===== src/rtl/core/hrsr_modadd.sv =====
`timescale 1ns / 1ps
// ----------------------------------------------------------------------------
// hrsr_modadd
// shared ring pointer unit: (a + b) mod m for a < m and b <= m
// ----------------------------------------------------------------------------
module hrsr_modadd #(
   parameter int W = 8
) (
   input  logic [W-1:0] a,
   input  logic [W-1:0] b,
   input  logic [W-1:0] modulus,
   output logic [W-1:0] sum
);

   logic [W:0] raw;
   logic [W:0] wrapped;

   always_comb begin
      raw     = {1'b0, a} + {1'b0, b};
      wrapped = raw - {1'b0, modulus};
      // one compare and subtract is enough since the sum stays below 2m
      sum     = (raw >= {1'b0, modulus}) ? wrapped[W-1:0] : raw[W-1:0];
   end

endmodule


===== config.mk =====
export PLATFORM = sky130hd
export DESIGN_NAME = hrsr_modadd
export DESIGN_NICKNAME = d
export VERILOG_FILES = /design/src/rtl/core/hrsr_modadd.sv
export SDC_FILE = /design/constraint.sdc
export NUM_CORES = 1
export LEC_CHECK = 0
export BUFFER_PORTS_ARGS = -buffer_cell sky130_fd_sc_hd__buf_2
export CORE_MARGIN = 2
export CORE_UTILIZATION = 52
export DETAILED_ROUTE_END_ITERATION = 10
export PLACE_DENSITY = 0.95
export RECOVER_POWER = 25
export SLEW_MARGIN = 15
export SYNTH_ARGS = -nofsm -noshare
export SYNTH_HDL_FRONTEND = slang
export SYNTH_SLANG_ARGS = --single-unit

===== constraint.sdc =====
create_clock -name vclk -period 5.5
set_clock_uncertainty 0.1 [all_clocks]
set_input_delay 1.1 -clock vclk [all_inputs]
set_output_delay 1.1 -clock vclk [all_outputs]
set_load 0.01 [all_outputs]

# --- Word level (Yosys, flattened, before mapping) ---
# Index checks and enable logic that the tools add are counted.
word_totals:
  memories: 0
  ram_bits: 0
  input_bits: 24
  register_bits: 0
  output_inout_bits: 8
  rom_bits: 0
  wordCells: 4
  latchBits: 0
classes:
  muxes: 1
  n_reduce_logical: 0
  magnitude_cmp: 1
  mul: 0
  n_bitwise: 0
  n_div: 0
  shift: 0
  n_eq_ne: 0
  n_addsub: 2
ops:
  columns: ["operator", "n"]
  rows:
  - ["8-bit by 8-bit adder with 9-bit output", 1]
  - ["9-bit by 8-bit >= comparator with 1-bit output", 1]
  - ["8-bit two-way mux", 1]
  - ["8-bit subtractor", 1]

# --- Longest topological paths before layout ---
logic_depth:
  word_depth: 3
  depth_mapped: 12
  ltp_nobuf: 12

# --- Least setup slack after synthesis ---
# No wires, ideal clock.
synth_timing:
  path_type: "input port to output port"
  startpoint: "in a[0]"
  endpoint: "out sum[7]"
  stages: 11
  path_buffers: 0
  path_slack_ps: 677
  arrival_time_ps: 3623
  required_time_ps: 4300
  path_cell_list: "ha_1 fa_1 a211oi_2 o21bai_1 a21oi_1 xnor2_1 ha_1 nand4_1 a21oi_2 or3_1 a221oi_1"
synth_via:
  elab_chain_cells: 3
  elab_cells_between_ends: 4
  classes_between: "add/sub: 2; order compare: 1; mux: 1"
synth_lines:
  columns: ["element", "line_no", "source"]
  rows:
  - ["from (decl)", "9", "input logic [W-1:0] a,"]
  - ["8-bit by 8-bit adder with 9-bit output *", "19", "raw = {1'b0, a} + {1'b0, b};"]
  - ["8-bit subtractor or 9-bit by 8-bit >= comparator with 1-bit output (tied branches)", "20, 22", null]
  - ["8-bit two-way mux *", "22", "sum = (raw >= {1'b0, modulus}) ? wrapped[W-1:0] : raw[W-1:0];"]
  - ["to (decl)", "12", "output logic [W-1:0] sum"]
# Every way passes the cells marked *; elsewhere a longest branch is shown, timed or not.

# --- Worst setup path after layout ---
layout_timing:
  startpoint: "in a[0]"
  endpoint: "out sum[3]"
# The elaborated chain is that of the path after synthesis.

==> results.toml <==
[worst_setup_path]
worstPathArrival_ns = 4.04
crit_type = "primary input to output pin"
crit_required_ns = 4.30
end_kind = "output pin"
cp-start-kind = "primary input"
crit_path_max_fanout = 7

[pwr]
ir_drop_mv = 0.103
power_density_nw_per_um2 = 230
power_leakage_nw = 0.526

[timing]
slew_headroom_pct = 77.0
slew_viol_final = 0
final-hold-violation-count = 0
min_period_ns = 5.24
rsz0062_at_grt = "no"
max_freq_mhz = 191
period_share_pct = 95.3
fin_setup_tns_ns = 0
finalSetupViolCount = 0
tightest_slew_ns = 0.341
holdWs_ns = 2.56

[placed_design]
port_buffers = 32
post-dp-hpwl_um = 1620
routabilityCongestion = 0.834

[clock_network]
cts_setup_buffers = 0
cts_resized = 0
ctsHoldBuffers = 0

[cells_and_area]
nClkBuffers = 0
area_growth_pct = 22.4
drive_above_1_share_pct = 33.8
diodes = 0
seq_cells = 0
finalNetCount = 174
seqCellArea_um2 = 0

[detailed_routing]
postRouteAntennaNets = 0
wl_per_cell_um = 12.7
vias = 837
wirelength_um = 1850
drc = 0
drtPass1Iterations = 4
routed_via_density = 5.73
drt_iter0_drc = 14

[die]
die_h_um = 43.3
die_area_um2 = 1880
start_util_pct = 54.7
rows = 14
chipWidth_um = 43.3
core_area_um2 = 1470
io_pins = 32

[job]
maxCapViolCount = 0

[logic_synthesis]
synth_area_um2 = 805
yosys.cell_types.count = 36
yosysWarnings = 0
ys_top_cells_by_area = "ha_1 (25%), mux2_4 (9.3%), xnor2_1 (5.4%), inv_1 (5.1%), fa_1 (5.0%)"
synth_top_area_cell = "ha_1"
avgSynthCellArea_um2 = 8.21
ys_seq_area_share_pct = 0
synth_top_area_share_pct = 24.9
syn-instance-count = 98
synthesis.nets = 140

[grt]
grt_pass1_vias = 855
grt_pass1_wl_um = 3340
grt_overflow = 0
grt_start_max_net_pins = 8
grt_usage_pct = 21.9
antenna_found_initial = 0

[worst_hold_path]
min_path_type = "primary input to output pin"
holdPathStages = 4

[outcome]
status = "finished clean"
-- area by class of cell --
class / count / area [um^2]
Tap cell: 16 / 20.0
Fill cell: 134 / 487
Inverter: 11 / 41.3
Multi-Input combinational cell: 87 / 763
Timing Repair Buffer: 32 / 160
-- where the power goes --
group | switching, mW | leakage (nW) | internal, mW
Combinational | 0.115 | 0.526 | 0.112
Clock | 0 | 0 | 0
Sequential | 0 | 0 | 0
-- cells by family (layout without fill, tap and decap cells) --
kind of cell | Yosys count | in the layout | synth area share [%]
simple gates | 23 | 23 | 15.9
mux | 6 | 6 | 10.6
fa+ha+maj | 18 | 18 | 29.9
compound gates | 32 | 32 | 29.9
xor+xnor | 8 | 8 | 8.71
buf+inv | 11 | 43 | 5.13
-- stage by stage --
| step | total power [mW] | utilization [%] | instance area (um^2) | std cells | worst slack [ns] |
|---|---|---|---|---|---|
| after detailed placement | 0.226 | 66.9 | 985 | 146 | 0.335 |
| after CTS | 0.228 | 66.9 | 985 | 146 | 0.322 |
| final | 0.227 | 66.9 | 985 | 146 | 0.261 |
| after floorplan | 0.170 | - | 805 | 98 | 0.677 |
| after global routing | 0.252 | 66.9 | 985 | 146 | 0.0535 |
| after global placement | 0.218 | 66.9 | 985 | 146 | 0.428 |
-- critical path: stages --
cell and delay [ns]:
buf_2 0.11, ha_1 0.23, fa_1 0.45, a211oi_2 0.24, o21bai_1 0.10, a21oi_1 0.18, xnor2_1 0.12, ha_1 0.34
nand4_1 0.14, o21ai_0 0.34, a21oi_4 0.09, nand2_4 0.16, mux2_4 0.31, buf_2 0.14
-- metal layers --
layer | part of all wire, % | track usage, %
met5 | 0 | 0
met4 | 0 | 0.606
met1 | 46 | 28.0
met3 | 3.3 | 0.417
met2 | 51 | 43.0
-- cells in the final DEF (no fill, tap or decap), types with 3 or more instances in the layout --
cell type  synthesis  final
a21oi_1            7      7
buf_2              0     32
ha_1              16     16
inv_1             11     11
mux2_4             5      5
nand2_1            4      4
nand4_1            3      3
nor2_1             6      6
o21ai_0            4      5
xnor2_1            5      5
xor2_1             3      3
-- final timing paths --
check                       from  endpoint  slack, ns
worst max-delay path        a[0]    sum[3]       0.26
worst min-delay path  modulus[0]    sum[0]       2.56
-- synth_stat cells (2+ instances only) --
cell type,n
ha_1,16
o211ai_1,2
or3_1,2
nand4_1,3
xor2_1,3
o21ai_0,4
xnor2_1,5
a21o_1,2
nor2_1,6
mux2_4,5
a211oi_1,2
a21oi_1,7
fa_1,2
nand2_1,4
inv_1,11
o21ai_1,3
a21oi_2,2
Power figures use the tool's default switching activity.
